**config.mk**
```make
export PLATFORM = sky130hd
export DESIGN_NAME = process_run_queue_unit
export DESIGN_NICKNAME = d
export VERILOG_FILES = /design/src/sv/prq_pkg.sv /design/src/sv/process_run_queue_unit.sv
export SDC_FILE = /design/constraint.sdc
export NUM_CORES = 1
export LEC_CHECK = 0
export ABC_CLOCK_PERIOD_IN_PS = 4550
export BUFFER_PORTS_ARGS = -buffer_cell sky130_fd_sc_hd__buf_2
export CAP_MARGIN = 20
export CORE_MARGIN = 5
export CORE_UTILIZATION = 64
export CTS_BUF_LIST = sky130_fd_sc_hd__clkbuf_8
export DETAILED_ROUTE_END_ITERATION = 10
export PLACE_DENSITY = 0.79
export SYNTH_ARGS = -nofsm -noshare
export SYNTH_HDL_FRONTEND = slang
export SYNTH_SLANG_ARGS = --single-unit
```
**constraint.sdc**
```tcl
create_clock -name clk -period 4.55 [get_ports clk]
set_input_delay 0.455 -clock clk [delete_from_list [all_inputs] [get_ports clk]]
set_output_delay 0.455 -clock clk [all_outputs]
set_load 0.05 [all_outputs]
```
**src/sv/prq_pkg.sv**
```systemverilog
// Package: shared widths, codes and sequencer states of the process run queue.
`timescale 1ns / 1ps

package prq_pkg;

    localparam int DEPTH_DEF = 16;

    localparam int KIND_W   = 2;
    localparam int PROC_W   = 22;
    localparam int ID_W     = 5;
    localparam int STATUS_W = 2;

    localparam logic [KIND_W-1:0] KIND_APPEND = 2'd0;
    localparam logic [KIND_W-1:0] KIND_DROP   = 2'd1;
    localparam logic [KIND_W-1:0] KIND_REMOVE = 2'd2;
    localparam logic [KIND_W-1:0] KIND_QUERY  = 2'd3;

    localparam logic [STATUS_W-1:0] STAT_OK        = 2'd0;
    localparam logic [STATUS_W-1:0] STAT_FULL      = 2'd1;
    localparam logic [STATUS_W-1:0] STAT_EMPTY     = 2'd2;
    localparam logic [STATUS_W-1:0] STAT_NOT_FOUND = 2'd3;

    typedef enum logic [2:0] {
        ST_IDLE,
        ST_SEARCH,
        ST_SHIFT_RD,
        ST_SHIFT_WR,
        ST_SCAN,
        ST_FIND
    } seq_state_t;

endpackage

```
**src/sv/process_run_queue_unit.sv**
```systemverilog
// Top level: packed process run queue with keyed removal and free-identifier search.
`timescale 1ns / 1ps
// Sequence after an accepted word: search pass (remove only, walking from the head),
// shift pass (drop and remove; each entry behind the removed one moves up a slot), scan
// pass over the occupied entries, then free-id walk over candidates 1 up to DEPTH; done
// is registered from the walk's last step. Slowest word: remove of a full queue's head.
// One word at a time: busy drops with done, so the next word can go in at that edge.
// Reset (rst_n low, async) empties the queue; the result strobe done cannot be stalled.

module process_run_queue_unit #(
    parameter int DEPTH = prq_pkg::DEPTH_DEF
) (
    input  logic                           clk,
    input  logic                           rst_n,
    input  logic                           start,
    output logic                           busy,
    output logic                           done,
    input  logic [prq_pkg::KIND_W-1:0]     kind,
    input  logic [prq_pkg::PROC_W-1:0]     proc_number,
    input  logic [prq_pkg::ID_W-1:0]       slot_id,
    output logic [prq_pkg::STATUS_W-1:0]   status,
    output logic                           head_valid,
    output logic [prq_pkg::PROC_W-1:0]     head_proc,
    output logic [prq_pkg::ID_W-1:0]       head_id,
    output logic [prq_pkg::ID_W-1:0]       entry_count,
    output logic [prq_pkg::ID_W-1:0]       free_id
);
    import prq_pkg::*;

    localparam int ADDR_W = (DEPTH > 1) ? $clog2(DEPTH) : 1;
    localparam int CNT_W  = $clog2(DEPTH + 1);

    // Entry storage: kept packed, head at address 0. No reset on payload.
    logic [PROC_W-1:0] mem_proc [DEPTH];
    logic [ID_W-1:0]   mem_id   [DEPTH];

    logic              mem_we;
    logic [ADDR_W-1:0] waddr;
    logic [ADDR_W-1:0] raddr;
    logic [PROC_W-1:0] wr_proc;
    logic [ID_W-1:0]   wr_id;
    logic [PROC_W-1:0] rd_proc_reg;
    logic [ID_W-1:0]   rd_id_reg;

    always_ff @(posedge clk)
    begin
        if (mem_we)
        begin
            mem_proc[waddr] <= wr_proc;
            mem_id[waddr]   <= wr_id;
        end
        rd_proc_reg <= mem_proc[raddr];
        rd_id_reg   <= mem_id[raddr];
    end

    // Sequencer state and datapath registers
    seq_state_t        state_reg, state_next;
    logic [CNT_W-1:0]  occ_reg, occ_next;
    logic [CNT_W-1:0]  scan_idx_reg, scan_idx_next;   // next address to read
    logic              rdv_reg, rdv_next;             // read data in flight is live
    logic [ADDR_W-1:0] rd_addr_reg, rd_addr_next;     // address behind read data
    logic [CNT_W-1:0]  shift_idx_reg, shift_idx_next; // slot being refilled
    logic [DEPTH-1:0]  used_reg, used_next;           // identifier i+1 seen
    logic [CNT_W-1:0]  cand_reg, cand_next;           // free-id candidate
    logic [PROC_W-1:0] proc_reg, proc_next;
    logic [STATUS_W-1:0] status_reg, status_next;
    logic [PROC_W-1:0] head_proc_reg, head_proc_next;
    logic [ID_W-1:0]   head_id_reg, head_id_next;
    logic [ID_W-1:0]   free_reg, free_next;
    logic              done_reg, done_next;

    always_ff @(posedge clk or negedge rst_n)
    begin
        if (!rst_n)
        begin
            state_reg     <= ST_IDLE;
            occ_reg       <= '0;
            scan_idx_reg  <= '0;
            rdv_reg       <= 1'b0;
            rd_addr_reg   <= '0;
            shift_idx_reg <= '0;
            used_reg      <= '0;
            cand_reg      <= '0;
            status_reg    <= STAT_OK;
            done_reg      <= 1'b0;
        end
        else
        begin
            state_reg     <= state_next;
            occ_reg       <= occ_next;
            scan_idx_reg  <= scan_idx_next;
            rdv_reg       <= rdv_next;
            rd_addr_reg   <= rd_addr_next;
            shift_idx_reg <= shift_idx_next;
            used_reg      <= used_next;
            cand_reg      <= cand_next;
            status_reg    <= status_next;
            done_reg      <= done_next;
        end
    end

    always_ff @(posedge clk)
    begin
        proc_reg      <= proc_next;
        head_proc_reg <= head_proc_next;
        head_id_reg   <= head_id_next;
        free_reg      <= free_next;
    end

    // Helper values
    logic [CNT_W-1:0]  shift_nxt;
    logic [31:0]       id_w;
    logic [31:0]       id_m1;
    logic              id_in_range;
    logic [CNT_W-1:0]  cand_m1;
    logic [ADDR_W-1:0] cand_idx;
    logic [31:0]       cand_w;
    logic              enter_scan;

    assign shift_nxt   = shift_idx_reg + 1'b1;
    assign id_w        = 32'(rd_id_reg);
    assign id_m1       = id_w - 32'd1;
    assign id_in_range = (id_w >= 32'd1) && (id_w <= 32'(DEPTH));
    assign cand_m1     = cand_reg - 1'b1;
    assign cand_idx    = cand_m1[ADDR_W-1:0];
    assign cand_w      = 32'(cand_reg);

    always_comb
    begin
        state_next     = state_reg;
        occ_next       = occ_reg;
        scan_idx_next  = scan_idx_reg;
        rdv_next       = rdv_reg;
        rd_addr_next   = rd_addr_reg;
        shift_idx_next = shift_idx_reg;
        used_next      = used_reg;
        cand_next      = cand_reg;
        proc_next      = proc_reg;
        status_next    = status_reg;
        head_proc_next = head_proc_reg;
        head_id_next   = head_id_reg;
        free_next      = free_reg;
        done_next      = 1'b0;
        mem_we         = 1'b0;
        waddr          = occ_reg[ADDR_W-1:0];
        raddr          = scan_idx_reg[ADDR_W-1:0];
        wr_proc        = proc_number;
        wr_id          = slot_id;
        enter_scan     = 1'b0;

        case (state_reg)
            ST_IDLE:
            begin
                if (start)
                begin
                    proc_next   = proc_number;
                    status_next = STAT_OK;
                    case (kind)
                        KIND_APPEND:
                        begin
                            if (occ_reg == CNT_W'(DEPTH))
                            begin
                                status_next = STAT_FULL;
                            end
                            else
                            begin
                                mem_we   = 1'b1;
                                occ_next = occ_reg + 1'b1;
                            end
                            enter_scan = 1'b1;
                        end
                        KIND_DROP:
                        begin
                            if (occ_reg == '0)
                            begin
                                status_next = STAT_EMPTY;
                                enter_scan  = 1'b1;
                            end
                            else
                            begin
                                shift_idx_next = '0;
                                state_next     = ST_SHIFT_RD;
                            end
                        end
                        KIND_REMOVE:
                        begin
                            if (occ_reg == '0)
                            begin
                                status_next = STAT_EMPTY;
                                enter_scan  = 1'b1;
                            end
                            else
                            begin
                                scan_idx_next = '0;
                                rdv_next      = 1'b0;
                                state_next    = ST_SEARCH;
                            end
                        end
                        default:
                        begin
                            enter_scan = 1'b1;
                        end
                    endcase
                end
            end

            // walk from the head; first match wins
            ST_SEARCH:
            begin
                if (rdv_reg && (rd_proc_reg == proc_reg))
                begin
                    rdv_next       = 1'b0;
                    shift_idx_next = CNT_W'(rd_addr_reg);
                    state_next     = ST_SHIFT_RD;
                end
                else if (scan_idx_reg < occ_reg)
                begin
                    rdv_next      = 1'b1;
                    rd_addr_next  = scan_idx_reg[ADDR_W-1:0];
                    scan_idx_next = scan_idx_reg + 1'b1;
                end
                else
                begin
                    rdv_next = 1'b0;
                    if (!rdv_reg)
                    begin
                        status_next = STAT_NOT_FOUND;
                        enter_scan  = 1'b1;
                    end
                end
            end

            // close the gap: entry i+1 moves to i
            ST_SHIFT_RD:
            begin
                if (shift_nxt < occ_reg)
                begin
                    raddr      = shift_nxt[ADDR_W-1:0];
                    state_next = ST_SHIFT_WR;
                end
                else
                begin
                    occ_next   = occ_reg - 1'b1;
                    enter_scan = 1'b1;
                end
            end

            ST_SHIFT_WR:
            begin
                mem_we         = 1'b1;
                waddr          = shift_idx_reg[ADDR_W-1:0];
                wr_proc        = rd_proc_reg;
                wr_id          = rd_id_reg;
                shift_idx_next = shift_nxt;
                state_next     = ST_SHIFT_RD;
            end

            // collect head and identifier usage map
            ST_SCAN:
            begin
                if (rdv_reg)
                begin
                    if (id_in_range)
                    begin
                        used_next[id_m1[ADDR_W-1:0]] = 1'b1;
                    end
                    if (rd_addr_reg == '0)
                    begin
                        head_proc_next = rd_proc_reg;
                        head_id_next   = rd_id_reg;
                    end
                end
                if (scan_idx_reg < occ_reg)
                begin
                    rdv_next      = 1'b1;
                    rd_addr_next  = scan_idx_reg[ADDR_W-1:0];
                    scan_idx_next = scan_idx_reg + 1'b1;
                end
                else
                begin
                    rdv_next = 1'b0;
                    if (!rdv_reg)
                    begin
                        cand_next  = CNT_W'(1);
                        state_next = ST_FIND;
                    end
                end
            end

            // one candidate per cycle, 1..DEPTH; stops at DEPTH so the
            // candidate never needs a value past the count width
            ST_FIND:
            begin
                if (!used_reg[cand_idx])
                begin
                    free_next  = cand_w[ID_W-1:0];
                    done_next  = 1'b1;
                    state_next = ST_IDLE;
                end
                else if (cand_reg == CNT_W'(DEPTH))
                begin
                    free_next  = '0;
                    done_next  = 1'b1;
                    state_next = ST_IDLE;
                end
                else
                begin
                    cand_next = cand_reg + 1'b1;
                end
            end

            default:
            begin
                state_next = ST_IDLE;
            end
        endcase

        if (enter_scan)
        begin
            scan_idx_next  = '0;
            rdv_next       = 1'b0;
            used_next      = '0;
            head_proc_next = '0;
            head_id_next   = '0;
            state_next     = ST_SCAN;
        end
    end

    logic [31:0] occ_w;
    assign occ_w = 32'(occ_reg);

    assign busy        = (state_reg != ST_IDLE);
    assign done        = done_reg;
    assign status      = status_reg;
    assign head_valid  = (occ_reg != '0);
    assign head_proc   = head_proc_reg;
    assign head_id     = head_id_reg;
    assign entry_count = occ_w[ID_W-1:0];
    assign free_id     = free_reg;

endmodule

```
**Word-level counts from Yosys, hierarchy flattened**

Memories as Yosys holds them, arrays and structs flattened. A register that Yosys moved wholly into a read port is not among the register bits.
Index checks and enable logic that the tools add are counted.

- Eq/ne operators: 37
- $mul: 0
- Shift operators: 0
- $lt $le $gt $ge: 7
- Muxes and demuxes: 83
- Bitwise logic cells: 1
- $add $sub $neg: 7
- Div/mod/pow operators: 0
- Reduce and logical (&&, ||, !) cells: 31

Operators by type and width:

| operator | count |
|---|---|
| $mux W5 | 20 |
| $mux W16 | 4 |
| $mux W3 | 10 |
| $pmux W5 S3 | 2 |
| $reduce_and A5 Y1 | 5 |
| $mux W1 | 24 |
| $ne A2 B2 Y1 const B | 12 |
| $eq A22 B22 Y1 | 1 |
| $mux W22 | 1 |
| $ne A3 B3 Y1 const B | 7 |
| $add A5 B1 Y5 const B | 4 |
| $mux W4 | 5 |
| $pmux W5 S2 | 2 |
| $pmux W3 S6 | 1 |
| $or A16 B16 Y16 | 1 |
| $reduce_bool A2 Y1 | 7 |
| $ne A4 B4 Y1 const B | 3 |
| $eq A5 B5 Y1 const B | 2 |
| $lt A4 B5 Y1 const B | 2 |
| $lt A5 B5 Y1 | 2 |
| $mux W2 | 5 |
| $reduce_and A9 Y1 | 1 |
| $pmux W2 S2 | 2 |
| $pmux W4 S2 | 1 |
| other kinds (30) | 42 |

- Input port bits: 32
- Register bits: 101
- Output and inout port bits: 42
- Bits in writable memories: 432
- Memories kept: 2
- Logic and storage cells: 182
- Memory bits (read-only): 0
- Bits in latches: 0

Memories:

| name | words | width | rd ports | clocked after Yosys merged registers in | write ports | line | source |
|---|---|---|---|---|---|---|---|
| mem_proc | 16 | 22 | 1 | 1 | 1 | process_run_queue_unit.sv:34 | `logic [PROC_W-1:0] mem_proc [DEPTH];` |
| mem_id | 16 | 5 | 1 | 1 | 1 | process_run_queue_unit.sv:35 | `logic [ID_W-1:0] mem_id [DEPTH];` |

**Logic depth before layout (Yosys ltp)**

Gate-level depths: netlist (run 1).

- Depth in word-level cells: 10
- Depth in mapped cells: 15
- Depth with buffers taken out: 11

**Least setup slack after synthesis (run 1)**

No wires, ideal clock.

- Kind: reg-to-reg
- From: reg state_reg[0]
- To: mem mem_id[8][0], enable pin
- Setup time: 411 ps
- Path buffers: 1
- Data required time: 4139 ps
- Clock period less this slack: 4417 ps
- Arrival time: 4006 ps
- Path slack: 133 ps
- Stages on the path, launching flop included: 8
- Cells stage by stage: dfrtp_1 -> buf_6 -> or3_1 -> nor2_1 -> nand3_1 -> nand2_1 -> o21ai_0 -> nor2_1

- Longest elaborated chain between the ends: 4
- Elaborated cells between the ends (all ways): 6
- Classes of those cells: 1 x eq/ne; 4 x mux; 1 x reduce/logical

RTL lines:

| element | line | source |
|---|---|---|
| start: declaration | process_run_queue_unit.sv:57 | `seq_state_t state_reg, state_next;` |
| start signal: assignment | process_run_queue_unit.sv:89 | `state_reg <= state_next;` |
| $eq A3 B2 Y1 / $logic_not A3 Y1 (equally long branches) | process_run_queue_unit.sv:151 | `case (state_reg)` |
| $pmux W1 S2 | process_run_queue_unit.sv:151 |  |
| $mux W1 | process_run_queue_unit.sv:47 | `if (mem_we)` |
| $mux W1 (implied by the code) | process_run_queue_unit.sv:50 | `mem_id[waddr] <= wr_id;` |
| end: declaration | process_run_queue_unit.sv:35 |  |

Parallel ways exist; a longest one is shown, timed or not.

**Worst setup path in the final report (run 1)**

- From: reg shift_idx_reg[2]
- To: reg rd_proc_reg[11], read port of mem_proc

- Longest elaborated chain between the ends: 4

RTL lines:

| element | line | source |
|---|---|---|
| start: declaration | process_run_queue_unit.sv:62 | `logic [CNT_W-1:0] shift_idx_reg, shift_idx_next;` |
| start signal: assignment | process_run_queue_unit.sv:94 | `shift_idx_reg <= shift_idx_next;` |
| $add A5 B1 Y5 * | process_run_queue_unit.sv:120 | `assign shift_nxt = shift_idx_reg + 1'b1;` |
| $lt A5 B5 Y1 | process_run_queue_unit.sv:236 | `if (shift_nxt < occ_reg)` |
| $mux W4 * | process_run_queue_unit.sv:236 |  |
| $mux W4 * | process_run_queue_unit.sv:151 |  |
| end: declaration | process_run_queue_unit.sv:42 | `logic [PROC_W-1:0] rd_proc_reg;` |

Mark *: on every way between the ends. The rest lies on a longest branch, timed or not.
A chain may end at the register's enable or synchronous reset.

==> results of run 1 <==
## area by class of cell
cell class	count	area share (%)
multi-input combinational	842	24.26
inverter	21	0.3087
clock buffer	95	5.121
clock inverter	64	1.348
tap	455	2.230
sequential	560	62.83
timing repair buffer	135	3.901
## kinds of logic after synthesis
logic type	Yosys count
multiplexers	231
flip-flops	560
adder cells (fa/ha/maj)	21
AND/OR/NAND/NOR	330
AO/OA/AOI/OAI	223
buffers and inverters	94
XOR/XNOR	37
## routing by layer
| metal | vias up | routed length [µm] | global-route usage, % |
|---|---|---|---|
| li1 | 6034 | - | - |
| met1 | 6724 | 20470 | 36.89 |
| met2 | 769 | 27130 | 46.77 |
| met3 | 115 | 5762 | 6.225 |
| met4 | 0 | 1535 | 9.334 |
| met5 | - | 0 | 0 |
## per-stage QoR
stage / utilization (%) / hold WS [ns] / instances / power [W]
after floorplan: - / 0.1594 / 1496 / 0.01307
after global placement: 68.45 / 0.4403 / 1998 / 0.01508
after detailed placement: 68.53 / 0.4456 / 1999 / 0.01529
after CTS: 73.64 / 0.002703 / 2170 / 0.01923
after global routing: 73.73 / 0.003809 / 2172 / 0.02009
final: 73.73 / 0.03138 / 2172 / 0.01925
## timing repair
action | 4_1_cts | 5_1_grt
endpoints found under the hold margin | 12 | 27
resized for setup | 0 | 0
setup endpoints to repair | 0 | 0
hold buffers | 12 | 1
setup buffers | 0 | 0
## cells in the final DEF (no fill, tap or decap), types with 4 or more instances in the layout
cell type	count
xor2_1	17
clkbuf_8	95
ha_1	20
o22ai_1	109
a31oi_1	8
buf_12	9
a31oi_4	4
buf_4	39
nor3b_1	5
clkinv_1	8
or4_1	28
inv_1	56
nor2b_1	5
mux2_2	4
dfxtp_1	54
and2_1	8
dlygate4sd3_1	13
nand3_1	12
xnor2_1	20
dfrtp_1	47
nand4_1	6
o21ai_0	13
a41oi_4	4
nor2_4	17
nor2_1	43
a21oi_1	54
buf_2	73
a22oi_1	4
clkinv_2	11
a21o_1	6
nor3_1	16
edfxtp_1	459
mux2i_1	222
nand2_1	161
nor4_1	6
and3_1	5
mux4_2	4
## where the power goes
part	total, W	leakage [nW]	internal, W	switching (W)
Combinational	0.00811	3.65	0.00302	0.00509
Clock	0.00394	0.988	0.00204	0.00190
Sequential	0.00720	5.21	0.00661	0.000586
Total	0.0192	9.85	0.0117	0.00758
## worst paths after layout
| kind | startpoint | cells past startpoint | slack [ns] | end |
|---|---|---|---|---|
| min | proc_number[16] | 1 | 0.03 | proc_reg[16] |
| max reg2reg | shift_idx_reg[2] | 13 | 0.30 | rd_proc_reg[11] |
| max in group asynchronous | rst_n | 3 | 3.84 | used_reg[5] |
| min reg2reg | head_proc[17] | 2 | 0.46 | head_proc[17] |
| max | shift_idx_reg[2] | 13 | 0.30 | rd_proc_reg[11] |
| min in group asynchronous | rst_n | 2 | 0.22 | shift_idx_reg[3] |
## worst max-delay path, delay by kind of cell, from the launching register on
| kind | cells | cell delay (ns) |
|---|---|---|
| simple gates | 3 | 0.73 |
| fa+ha+maj | 1 | 0.37 |
| mux | 2 | 0.60 |
| flops | 1 | 0.48 |
| compound gates | 3 | 0.66 |
| xor+xnor | 1 | 0.43 |
| buf+inv | 3 | 0.77 |
==> results.json, run 1 <==
{
  "finClkSkew_ns": 0.01738,
  "min_period_over_period_pct": 93.46,
  "synth_top_family_by_area": "multiplexers",
  "ant_nets": 0,
  "path_clk_slew_ns": 0.06,
  "clockBufferDepth": 3,
  "viasPerCell": 6.281,
  "synth_cells": 1496,
  "grt_pass1_vias": 13590,
  "synth_commonest_cells": "459 x edfxtp_1, 223 x mux2i_1, 162 x nand2_1",
  "finalNetCount": 1699,
  "wl_um": 54890,
  "wire_per_inst_um": 25.27,
  "synthDistinctLibCells": 65,
  "synth_edf_count": 459,
  "root_buffer": "clkbuf_8",
  "dieArea_um2": 39060,
  "synth.mux.area_fraction_pct": 10.51,
  "max_stage_delay_ns": 0.53,
  "cts_buffers": 86,
  "antenna_found_initial": 0,
  "relSlewSlack_pct": 26.09,
  "synth_warnings": 0,
  "crit_chain": "nand3_1 -> xor2_1 -> inv_2 -> ha_1 -> nor3_1 -> o21a_4 -> a21oi_4 -> mux2i_4 -> buf_12 -> buf_12 -> mux2i_1 -> o22ai_1 -> or4_1",
  "rsz0062_at_grt": "false",
  "largest_register_ffs": 352,
  "synthXorXnorAreaFrac_pct": 1.438,
  "multiInputGateArea_um2": 6195,
  "synth_largest_type_area_fraction_pct": 61.17,
  "firstDrtPassIters": 7,
  "hpwl_um": 30220,
  "yosysSeqAreaShare_pct": 71.19,
  "worst-path-max-fanout": 36,
  "worstSetupEndpointType": "register",
  "synth-compound-area-share_pct": 6.580,
  "worstSetupPathType": "register to register",
  "gp_congestion": 0.8491,
  "syn_area_per_cell_um2": 15.06,
  "hold_class": "input pin to register",
  "initial_core_util_pct": 65.07,
  "portBuffers": 73,
  "design_area_um2": 25530,
  "vias": 13640,
  "ys.flop_type": "edfxtp_1",
  "regMostFlops": "mem_proc",
  "cp_data_arrival_time_ns": 4.76,
  "die_y_um": 197.6,
  "irDropWorstVdd_uv": 631.4,
  "largestRegisters": "mem_proc x352, mem_id x80",
  "setup_slack_ns": 0.2977,
  "max_freq_mhz": 235.2,
  "placed_area_um2": 23730,
  "drc_errors": 0,
  "design.core.area_um2": 34630,
  "seqCellArea_um2": 16040,
  "grt_pass1_wl_um": 80960,
  "synth_area_leaders": "edfxtp_1 61%, mux2i_1 9.9%, dfrtp_1 5.2%",
  "synthSimpleGateAreaFrac_pct": 6.947,
  "die-width_um": 197.6,
  "grt_max_degree": 48,
  "worst_pin_slew_ns": 1.109,
  "ys_ff_latch": 560,
  "setup_violations": 0,
  "drv_slew": 0,
  "cts_sinks": 560,
  "synth_area_leader_cell": "edfxtp_1",
  "grt_util_all_layers_pct": 27.96,
  "cp_common_cell": "buf_12",
  "pre_cts_slack_ns": 0.3697,
  "grt_overflow_total": 0,
  "async_flop_share_pct": 8.393,
  "rows": 68,
  "leakagePower_nw": 9.853,
  "critPathSlowestCell": "or4_1",
  "drt_iter0_markers": 1464,
  "final.setup.tns_ns": 0,
  "cap_viol_max_count": 0,
  "fillCellCount": 2143,
  "cp.required_ns": 5.06,
  "startpoint_type": "register",
  "cts_tree": "done",
  "htree_levels": 3,
  "synth_nets": 1549,
  "clkLatencyLatePin_ns": 0.65,
  "netlist_area_um2": 22530,
  "synth_fa_ha_area_share_pct": 1.199,
  "ios": 74,
  "outcome": "completed",
  "drive_gt1_share_pct": 16.77,
  "p_per_area_nw_per_um2": 753.9,
  "n_antenna_cell": 0,
  "period_minus_slack_ns": 4.252,
  "area_growth_pct": 13.30,
  "synth.most_common_cell": "edfxtp_1",
  "hold_viol_final": 0
}
No activity file was read; power rests on OpenSTA's default activity.
==> inputs of run 2 (changes only) <==
--- a/config.mk
+++ b/config.mk
@@ -6,12 +6,12 @@
 export NUM_CORES = 1
 export LEC_CHECK = 0
 export ABC_CLOCK_PERIOD_IN_PS = 4550
-export BUFFER_PORTS_ARGS = -buffer_cell sky130_fd_sc_hd__buf_2
 export CAP_MARGIN = 20
 export CORE_MARGIN = 5
-export CORE_UTILIZATION = 64
+export CORE_UTILIZATION = 66
 export CTS_BUF_LIST = sky130_fd_sc_hd__clkbuf_8
 export DETAILED_ROUTE_END_ITERATION = 10
+export DONT_BUFFER_PORTS = 1
 export PLACE_DENSITY = 0.79
 export SYNTH_ARGS = -nofsm -noshare
 export SYNTH_HDL_FRONTEND = slang
==> results.json, run 2 (synthesized netlist as in run 1, its figures left out) <==
{
  "worst-path-max-fanout": 41,
  "path_buf_inv": 3,
  "htree_levels": 3,
  "viasPerCell": 6.411,
  "max_freq_mhz": 232.9,
  "clockBufferDepth": 3,
  "internal-power_w": 0.01151,
  "firstDrtPassIters": 5,
  "hold_viol_final": 0,
  "hpwl_um": 31540,
  "hold_class": "input pin to register",
  "drc_errors": 0,
  "grt_max_degree": 48,
  "max_stage_delay_ns": 0.57,
  "regMostFlops": "mem_proc",
  "min_period_over_period_pct": 94.35,
  "area_growth_pct": 12.07,
  "fillCellCount": 1988,
  "leakagePower_nw": 9.575,
  "relSlewSlack_pct": 25.41,
  "antenna_found_initial": 2,
  "largest_register_ffs": 352,
  "grt_util_all_layers_pct": 28.85,
  "critPathSlowestCell": "or4_1",
  "gp_congestion": 0.8497,
  "cts_buffers": 87,
  "cts_sinks": 560,
  "clkLatencyLatePin_ns": 0.64,
  "worstSetupEndpointType": "register",
  "p_sw_share_pct": 39.70,
  "cts_tree": "done",
  "ctsResizeCount": 0,
  "switching_power_w": 0.007581,
  "dieArea_um2": 37940,
  "startpoint_type": "register",
  "rsz0062_at_grt": "false",
  "finish.utilization_pct": 75.12,
  "cap_viol_max_count": 0,
  "grt_pass1_wl_um": 82050,
  "path_clk_slew_ns": 0.06,
  "finClkSkew_ns": 0.04409,
  "holdPathStages": 4,
  "drt_iter0_markers": 1529,
  "cp_common_cell": "buf_12",
  "outcome": "completed",
  "ios": 74,
  "worstSetupPathType": "register to register",
  "drv_slew": 0,
  "rows": 67,
  "p_per_area_nw_per_um2": 756.2,
  "design.core.area_um2": 33620,
  "die-width_um": 194.8,
  "cp_data_arrival_time_ns": 4.77,
  "cp.required_ns": 5.03,
  "final_common_cell": "edfxtp_1",
  "grt_pass1_vias": 13580,
  "seq_power_share_pct": 40.1,
  "pwr-share-comb_pct": 39.9,
  "vias": 13550,
  "root_buffer": "clkbuf_8",
  "finalNetCount": 1646,
  "cpLargestDelayFamily": "buffers and inverters",
  "p_clk_share_pct": 20.0,
  "ant_nets": 0,
  "r2r_cells": 13,
  "crit_chain": "nand3_1 -> xor2_1 -> inv_2 -> ha_1 -> nor3_1 -> o21a_4 -> a21oi_4 -> mux2i_4 -> buf_12 -> buf_12 -> mux2i_1 -> o22ai_1 -> or4_1",
  "most-common-layout-cells": "459 x edfxtp_1, 222 x mux2i_1, 161 x nand2_1",
  "final.setup.tns_ns": 0,
  "wl_um": 55550,
  "die_y_um": 194.8,
  "irDropWorstVdd_uv": 779.8,
  "critical_path_cell_count": 13,
  "drive_gt1_share_pct": 13.33,
  "setup_violations": 0,
  "worst_pin_slew_ns": 1.111,
  "portBuffers": 0,
  "largestRegisters": "mem_proc x352, mem_id x80",
  "initial_core_util_pct": 67.03,
  "period_minus_slack_ns": 4.293,
  "wire_per_inst_um": 26.27,
  "finalPower_w": 0.01910,
  "grt_overflow_total": 0
}
## run 2: changes by cell type in the layout (fill, tap and decap cells not counted), moves of 4 or more
cell,change
dlygate4sd3_1,+10
buf_4,+11
clkinv_1,+8
inv_1,-4
buf_2,-73
## run 2: final timing paths
kind	end	startpoint	slack (ns)
hold reg to reg	head_proc[9]	rd_proc_reg[9]	0.48
min in group asynchronous	entry_count[4]	rst_n	0.34
max in group asynchronous	done	rst_n	3.95
hold / removal	state_reg[1]	start	0.11
setup reg to reg	rd_proc_reg[4]	shift_idx_reg[2]	0.26
setup / recovery	rd_proc_reg[4]	shift_idx_reg[2]	0.26
## run 2: worst reg2reg max path, delay by kind of cell, from the launching register on
kind,cells,cell delay [ns]
muxes,2,0.60
adders and majority gates,1,0.38
xor gates and xnor gates,1,0.41
and+or+nand+nor,3,0.76
buffers and inverters,3,0.84
AOI/OAI and AO/OA,3,0.66
DFF,1,0.48
## run 2: repair_timing
item / in CTS / in global routing
setup endpoints to repair: 0 / 0
hold endpoints to repair: 69 / 0
buffers inserted: 0 / 0
hold buffers: 24 / 0
## run 2: stage by stage
stage / instance area, µm² / hold WS [ns] / setup WS, ns / instances
6_report: 25250 / 0.1060 / 0.2571 / 2114
5_1_grt: 25250 / 0.1158 / 0.04746 / 2113
4_1_cts: 25230 / 0.07329 / 0.3059 / 2112
3_5_place_dp: 23370 / 0.1611 / 0.3521 / 1927
3_3_place_gp: 23360 / 0.1610 / 0.4695 / 1926
2_1_floorplan: 22530 / 0.1594 / 0.1333 / 1496
## run 2: per-layer routing
layer	vias to the layer above	share of wire, %	track usage, %
met5	-	0.061	0
met4	4	2.8	10.37
met3	122	9.7	6.406
met2	751	50	47.77
met1	6730	38	38.26
li1	5945	-	-
## run 2: area by class of cell
| type | count | area (µm²) | share of cell area [%] |
|---|---|---|---|
| flip-flops and latches | 560 | 16040 | 63.52 |
| repair buffers | 81 | 773.2 | 3.062 |
| clock inverters | 64 | 267.8 | 1.060 |
| inverters | 21 | 78.83 | 0.3121 |
| diodes | 1 | 2.502 | 0.009909 |
| multi-input cells | 842 | 6195 | 24.53 |
| well taps | 448 | 560.5 | 2.220 |
| clock buffers | 97 | 1335 | 5.287 |
## run 2: power groups by stage
stage          logic [W]  clock network (W)  registers (W)
2_1_floorplan    0.00554                  0        0.00753
3_5_place_dp     0.00747                  0        0.00774
5_1_grt          0.00812            0.00413        0.00772
4_1_cts          0.00752            0.00386        0.00764
6_report         0.00763            0.00382        0.00765
3_3_place_gp     0.00723                  0        0.00772
